==> config.mk <==
export PLATFORM = sky130hd
export DESIGN_NAME = sfoc_rules
export DESIGN_NICKNAME = d
export VERILOG_FILES = /design/src/sfoc_pkg.sv /design/src/sfoc_rules.sv
export SDC_FILE = /design/constraint.sdc
export NUM_CORES = 1
export LEC_CHECK = 0
export ABC_AREA = 1
export BUFFER_PORTS_ARGS = -buffer_cell sky130_fd_sc_hd__buf_2
export CORE_ASPECT_RATIO = 1.5
export CORE_UTILIZATION = 40
export DETAILED_ROUTE_END_ITERATION = 10
export GPL_ROUTABILITY_DRIVEN = 0
export PLACE_DENSITY = 0.73
export SLEW_MARGIN = 20
export SYNTH_ARGS = -nofsm -noshare
export SYNTH_HDL_FRONTEND = slang
export SYNTH_SLANG_ARGS = --single-unit
export TNS_END_PERCENT = 50
==> constraint.sdc <==
create_clock -name vclk -period 1.2
set_input_delay 0.12 -clock vclk [all_inputs]
set_output_delay 0.12 -clock vclk [all_outputs]
set_load 0.01 [all_outputs]
==> src/sfoc_pkg.sv <==
package sfoc_pkg;

  localparam int DEF_NAME_TABLE_DEPTH = 32;
  localparam int DEF_NAME_ID_BITS     = 16;

  localparam int LEVEL_W   = 8;
  localparam int KIND_W    = 4;
  localparam int FIELD_ID_W = 16;
  localparam int STATUS_W  = 5;

  localparam logic [LEVEL_W-1:0] FAULT_LEVEL = 8'd4;
  localparam logic [LEVEL_W-1:0] CHILD_LEVEL = 8'd5;

  localparam logic [KIND_W-1:0] K_OTHER   = 4'd0;
  localparam logic [KIND_W-1:0] K_CODE    = 4'd1;
  localparam logic [KIND_W-1:0] K_REASON  = 4'd2;
  localparam logic [KIND_W-1:0] K_NODE    = 4'd3;
  localparam logic [KIND_W-1:0] K_ROLE    = 4'd4;
  localparam logic [KIND_W-1:0] K_DETAIL  = 4'd5;
  localparam logic [KIND_W-1:0] K_VALUE   = 4'd6;
  localparam logic [KIND_W-1:0] K_SUBCODE = 4'd7;
  localparam logic [KIND_W-1:0] K_TEXT    = 4'd8;

  localparam logic [STATUS_W-1:0] ST_OK             = 5'd0;
  localparam logic [STATUS_W-1:0] ST_MULTI_CODE     = 5'd1;
  localparam logic [STATUS_W-1:0] ST_MULTI_REASON   = 5'd2;
  localparam logic [STATUS_W-1:0] ST_ORDER          = 5'd3;
  localparam logic [STATUS_W-1:0] ST_CODE_NO_VALUE  = 5'd4;
  localparam logic [STATUS_W-1:0] ST_MULTI_NODE     = 5'd5;
  localparam logic [STATUS_W-1:0] ST_REASON_NO_TEXT = 5'd6;
  localparam logic [STATUS_W-1:0] ST_MULTI_ROLE     = 5'd7;
  localparam logic [STATUS_W-1:0] ST_ROLE_NO_TEXT   = 5'd8;
  localparam logic [STATUS_W-1:0] ST_MULTI_DETAIL   = 5'd9;
  localparam logic [STATUS_W-1:0] ST_UNSUPPORTED    = 5'd10;
  localparam logic [STATUS_W-1:0] ST_MULTI_VALUE    = 5'd11;
  localparam logic [STATUS_W-1:0] ST_VALUE_FIRST    = 5'd12;
  localparam logic [STATUS_W-1:0] ST_MULTI_SUBCODE  = 5'd13;
  localparam logic [STATUS_W-1:0] ST_BAD_IN_CODE    = 5'd14;
  localparam logic [STATUS_W-1:0] ST_BAD_IN_REASON  = 5'd15;
  localparam logic [STATUS_W-1:0] ST_NO_PARENT      = 5'd16;
  localparam logic [STATUS_W-1:0] ST_BAD_IN_SUBCODE = 5'd17;
  localparam logic [STATUS_W-1:0] ST_UNTRACKED      = 5'd18;
  localparam logic [STATUS_W-1:0] ST_TABLE_FULL     = 5'd19;

  typedef struct packed {
    logic code_seen;
    logic reason_seen;
    logic node_seen;
    logic role_seen;
    logic detail_seen;
    logic code_value_seen;
    logic subcode_seen;
    logic subcode_value_seen;
    logic nested_subcode_seen;
    logic code_open;
    logic subcode_open;
    logic reason_open;
    logic detail_tracking;
  } flags_t;

  typedef struct packed {
    logic [STATUS_W-1:0] status;
    logic                done;
    logic                need_scan;
    logic                add_name;
  } rule_res_t;

endpackage

==> src/sfoc_rules.sv <==
module sfoc_rules (
  input  logic [sfoc_pkg::LEVEL_W-1:0] level,
  input  logic [sfoc_pkg::KIND_W-1:0]  element_kind,
  input  logic [sfoc_pkg::KIND_W-1:0]  parent_kind,
  input  logic                         full,
  input  sfoc_pkg::flags_t             flags,
  output sfoc_pkg::flags_t             flags_next,
  output sfoc_pkg::rule_res_t          res
);

  always_comb begin
    flags_next = flags;
    res        = '0;
    res.status = sfoc_pkg::ST_OK;
    if (level == sfoc_pkg::FAULT_LEVEL) begin
      case (element_kind)
        sfoc_pkg::K_CODE: begin
          if (flags.code_seen) begin
            res.status = sfoc_pkg::ST_MULTI_CODE;
          end else begin
            flags_next.code_seen = 1'b1;
            flags_next.code_open = 1'b1;
          end
        end
        sfoc_pkg::K_REASON: begin
          if (flags.code_open || flags.subcode_open) begin
            res.status = sfoc_pkg::ST_CODE_NO_VALUE;
          end else if (!flags.code_seen) begin
            res.status = sfoc_pkg::ST_ORDER;
          end else if (flags.reason_seen) begin
            res.status = sfoc_pkg::ST_MULTI_REASON;
          end else begin
            flags_next.reason_seen = 1'b1;
            flags_next.reason_open = 1'b1;
          end
        end
        sfoc_pkg::K_NODE: begin
          if (flags.reason_open) begin
            res.status = sfoc_pkg::ST_REASON_NO_TEXT;
          end else if (!flags.reason_seen || flags.role_seen || flags.detail_seen) begin
            res.status = sfoc_pkg::ST_ORDER;
          end else if (flags.node_seen) begin
            res.status = sfoc_pkg::ST_MULTI_NODE;
          end else begin
            flags_next.node_seen = 1'b1;
          end
        end
        sfoc_pkg::K_ROLE: begin
          if (flags.reason_open) begin
            res.status = sfoc_pkg::ST_ROLE_NO_TEXT;
          end else if (!flags.reason_seen || flags.detail_seen) begin
            res.status = sfoc_pkg::ST_ORDER;
          end else if (flags.role_seen) begin
            res.status = sfoc_pkg::ST_MULTI_ROLE;
          end else begin
            flags_next.role_seen = 1'b1;
          end
        end
        sfoc_pkg::K_DETAIL: begin
          if (flags.reason_open) begin
            res.status = sfoc_pkg::ST_REASON_NO_TEXT;
          end else if (!flags.reason_seen) begin
            res.status = sfoc_pkg::ST_ORDER;
          end else if (flags.detail_seen) begin
            res.status = sfoc_pkg::ST_MULTI_DETAIL;
          end else begin
            flags_next.detail_seen = 1'b1;
          end
        end
        default: begin
          res.status = sfoc_pkg::ST_UNSUPPORTED;
        end
      endcase
    end else if (level == sfoc_pkg::CHILD_LEVEL) begin
      case (parent_kind)
        sfoc_pkg::K_CODE: begin
          if (element_kind == sfoc_pkg::K_VALUE) begin
            if (flags.code_value_seen) begin
              res.status = sfoc_pkg::ST_MULTI_VALUE;
            end else if (!flags.code_seen) begin
              res.status = sfoc_pkg::ST_NO_PARENT;
            end else begin
              flags_next.code_value_seen = 1'b1;
              flags_next.code_open       = 1'b0;
            end
          end else if (element_kind == sfoc_pkg::K_SUBCODE) begin
            if (flags.subcode_seen) begin
              res.status = sfoc_pkg::ST_MULTI_SUBCODE;
            end else if (!flags.code_value_seen) begin
              res.status = sfoc_pkg::ST_VALUE_FIRST;
            end else if (!flags.code_seen) begin
              res.status = sfoc_pkg::ST_NO_PARENT;
            end else begin
              flags_next.subcode_seen = 1'b1;
              flags_next.subcode_open = 1'b1;
            end
          end else begin
            res.status = sfoc_pkg::ST_BAD_IN_CODE;
          end
        end
        sfoc_pkg::K_REASON: begin
          if (element_kind != sfoc_pkg::K_TEXT) begin
            res.status = sfoc_pkg::ST_BAD_IN_REASON;
          end else if (!flags.reason_seen) begin
            res.status = sfoc_pkg::ST_NO_PARENT;
          end else begin
            flags_next.reason_open = 1'b0;
            res.done               = 1'b1;
          end
        end
        sfoc_pkg::K_DETAIL: begin
          // tracking starts even when the name is dropped
          flags_next.detail_tracking = 1'b1;
          if (full) begin
            res.status = sfoc_pkg::ST_TABLE_FULL;
          end else begin
            res.add_name = 1'b1;
          end
        end
        default: begin
          res.status = sfoc_pkg::ST_NO_PARENT;
        end
      endcase
    end else if (level > sfoc_pkg::CHILD_LEVEL) begin
      if (parent_kind == sfoc_pkg::K_SUBCODE) begin
        if (element_kind == sfoc_pkg::K_VALUE) begin
          if (flags.subcode_value_seen) begin
            res.status = sfoc_pkg::ST_MULTI_SUBCODE;
          end else if (!flags.code_seen || !flags.subcode_seen) begin
            res.status = sfoc_pkg::ST_NO_PARENT;
          end else begin
            flags_next.subcode_value_seen  = 1'b1;
            flags_next.nested_subcode_seen = 1'b0;
            flags_next.subcode_open        = 1'b0;
          end
        end else if (element_kind == sfoc_pkg::K_SUBCODE) begin
          if (!flags.subcode_value_seen) begin
            res.status = sfoc_pkg::ST_VALUE_FIRST;
          end else if (flags.nested_subcode_seen) begin
            res.status = sfoc_pkg::ST_MULTI_SUBCODE;
          end else if (!flags.code_seen || !flags.subcode_seen) begin
            res.status = sfoc_pkg::ST_NO_PARENT;
          end else begin
            flags_next.subcode_value_seen  = 1'b0;
            flags_next.nested_subcode_seen = 1'b1;
            flags_next.subcode_open        = 1'b1;
          end
        end else begin
          res.status = sfoc_pkg::ST_BAD_IN_SUBCODE;
        end
      end else if (flags.detail_tracking) begin
        res.need_scan = 1'b1;
      end
    end
  end

endmodule
==> run metrics <==
outcome=complete, but fails checks; violated checks=negative setup slack; f_max=0.733 GHz; initial antenna violation count=0; max-cap viol count=0; first-pass GRT wire length=5400 um; final instance area=1770 sq um; static leakage=0.915 nW; Register Area=0 sq um; via count=1626; Iteration-0 DRC Markers=60; PwrDens=254 nW/um^2; Tot GR Track Use=26.0%; worst setup path start=level[6]; area leader, netlist=nand2_1; total die area=2580 sq um; cells along the critical path=buf_6, nor2_4, nand3_1, nor2_4, nor2_4, buf_4, nand3_1, nand2_1, buf_2; type of the tightest min-delay check=in2out; Final Hold Vio Count=0; final worst setup slack=-0.165 ns; # rows=21; synth warn=0; Max FO, Critical Path=4; area of the core=2230 sq um; Slew @ Worst Pin=0.306 ns; Mapped Area=952 sq um; hold slack=0.493 ns; HPWL Detailed=2510 um; # fillers=178; Layout Utilization=79.2%; fin crit share=114%; library cells used by synthesis=26; hold path start=full; Final setup viols=17; crit start category=input port; seq_cells=0; Die Y=61.8 um; Final #Nets=313; maximum number of pins on one net before global-route repair=9; gr ovfl total=0; most frequent CP cell=nor2_4; Synth top area share=24.4%; DR pass1 iterations=4; Avg Cell Area, Syn=4.86 sq um; Port Buf Inserts=51; Final ANT Viol Nets=0; Seq/Total Area, Yosys=0%; fin crit period=1.37 ns; Via-to-Cell Ratio=5.35; Worst slew margin=79.6%; largest cells by area after synthesis=nand2_1 (24%), nor2_1 (11%), inv_1 (9.5%); dpl cell area=1400 sq um; Top Ports=51; Post-Syn Nets=226; Residual DRC=0; Pwr Total=0.449 mW; CP arrival=1.25 ns; layout cells sized above 1=50.9%; number of global-route vias before repair=1377; Die Wd=41.8 um; Worst path max stage delay=0.17 ns; Critical Path End Type=output pin; Starting Density=42.6%; P&R area growth vs syn=85.8%; Post-Syn Instances=196; ant diodes=0; WS Path Type=in2out; Post-CTS Hold Buffers=0; DR WL/cell=12.6 um; Pins Over Slew Limit=0; drt total wl=3840 um; crit path max-delay cell type=nand3_1; peak supply drop=211 uV; RSZ-0062 raised after global routing=true; WP data required=1.08 ns; clkbuf count=0
[path summary, 6_finish.rpt]
check / slack, ns / endpoint / cells past startpoint
setup / recovery: -0.17 / flags_next[4] / 9
hold / removal: 0.49 / res[0] / 3
[per-stage QoR]
step	setup WS [ns]	TNS, ns	std cells
2_1_floorplan	0.0530	0	196
3_3_place_gp	-0.128	-1.28	292
5_1_grt	-0.201	-2.37	304
4_1_cts	-0.0811	-0.277	302
3_5_place_dp	-0.163	-1.65	292
6_report	-0.165	-1.22	304
[critical path: cells and delay by family]
family        cells  cell delay, ns
simple gates      6            0.73
buf+inv           3            0.38
[layer usage]
metal	vias to the layer above	track usage [%]	part of all wire, %
met5	-	0	0
met4	0	9.22	3.0
met3	14	0.578	4.6
met2	81	56.0	57
met1	719	26.6	35
li1	812	-	-
[synth_stat cells]
cell type   n
nand2_1    62
o21ai_0    13
nand4_1    10
inv_1      24
nand2_2     5
or2_0       1
o21ai_1     4
nor4_1      1
nand3_1    17
inv_2       5
nand4_2     1
a21oi_1     1
nor4_4      1
nand3b_1    1
o211ai_1    1
buf_6       1
o21ai_2     1
nor2_2      8
nand3_2     2
nor3_4      1
o22ai_1     1
nor2_1     29
nor2_4      3
o31ai_1     1
buf_4       1
nor3_2      1
[power breakdown]
part | switching (mW) | leakage, nW | internal, mW | total, mW
combinational | 0.250 | 0.915 | 0.200 | 0.449
clock | 0 | 0 | 0 | 0
sequential | 0 | 0 | 0 | 0
total | 0.250 | 0.915 | 0.200 | 0.449
[layout by cell type, fill, tap and decap left out]
cell	count
inv_8	1
nor2_4	11
buf_6	14
nand2_4	3
buf_4	31
nor2_2	10
a21oi_1	1
o211ai_1	1
o22ai_2	1
nand3_2	3
nor4_4	2
inv_6	1
o21ai_2	2
nand4_2	1
nand4_1	10
nand2_1	56
nand3_1	16
nor3_4	2
inv_2	9
o31ai_1	1
or2_0	1
buf_2	39
nand3b_1	1
nand2_8	2
o21ai_1	10
inv_4	2
nand2_2	6
inv_1	16
buf_8	3
o21ai_0	6
nor2_1	19
[final cells by class]
class	instances	area (sq um)	share of cell area, %
multi-input combinational	165	983	55.6
tap	23	28.8	1.63
timing repair buffer	87	631	35.6
inverter	29	126	7.14
[cells by family (layout without fill, tap and decap cells)]
kind of cell / Yosys count / after routing / synth area share (%)
buffers and inverters: 31 / 116 / 13.4
AND/OR/NAND/NOR: 143 / 143 / 74.0
AO/OA/AOI/OAI: 22 / 22 / 12.6
[timing repair]
action                     4_1_cts  5_1_grt
buffers inserted                10        2
pin swaps                       25       18
gates resized for setup         59       25
setup endpoints to repair       18       17
Note: power is estimated with default switching activity, not from simulation.
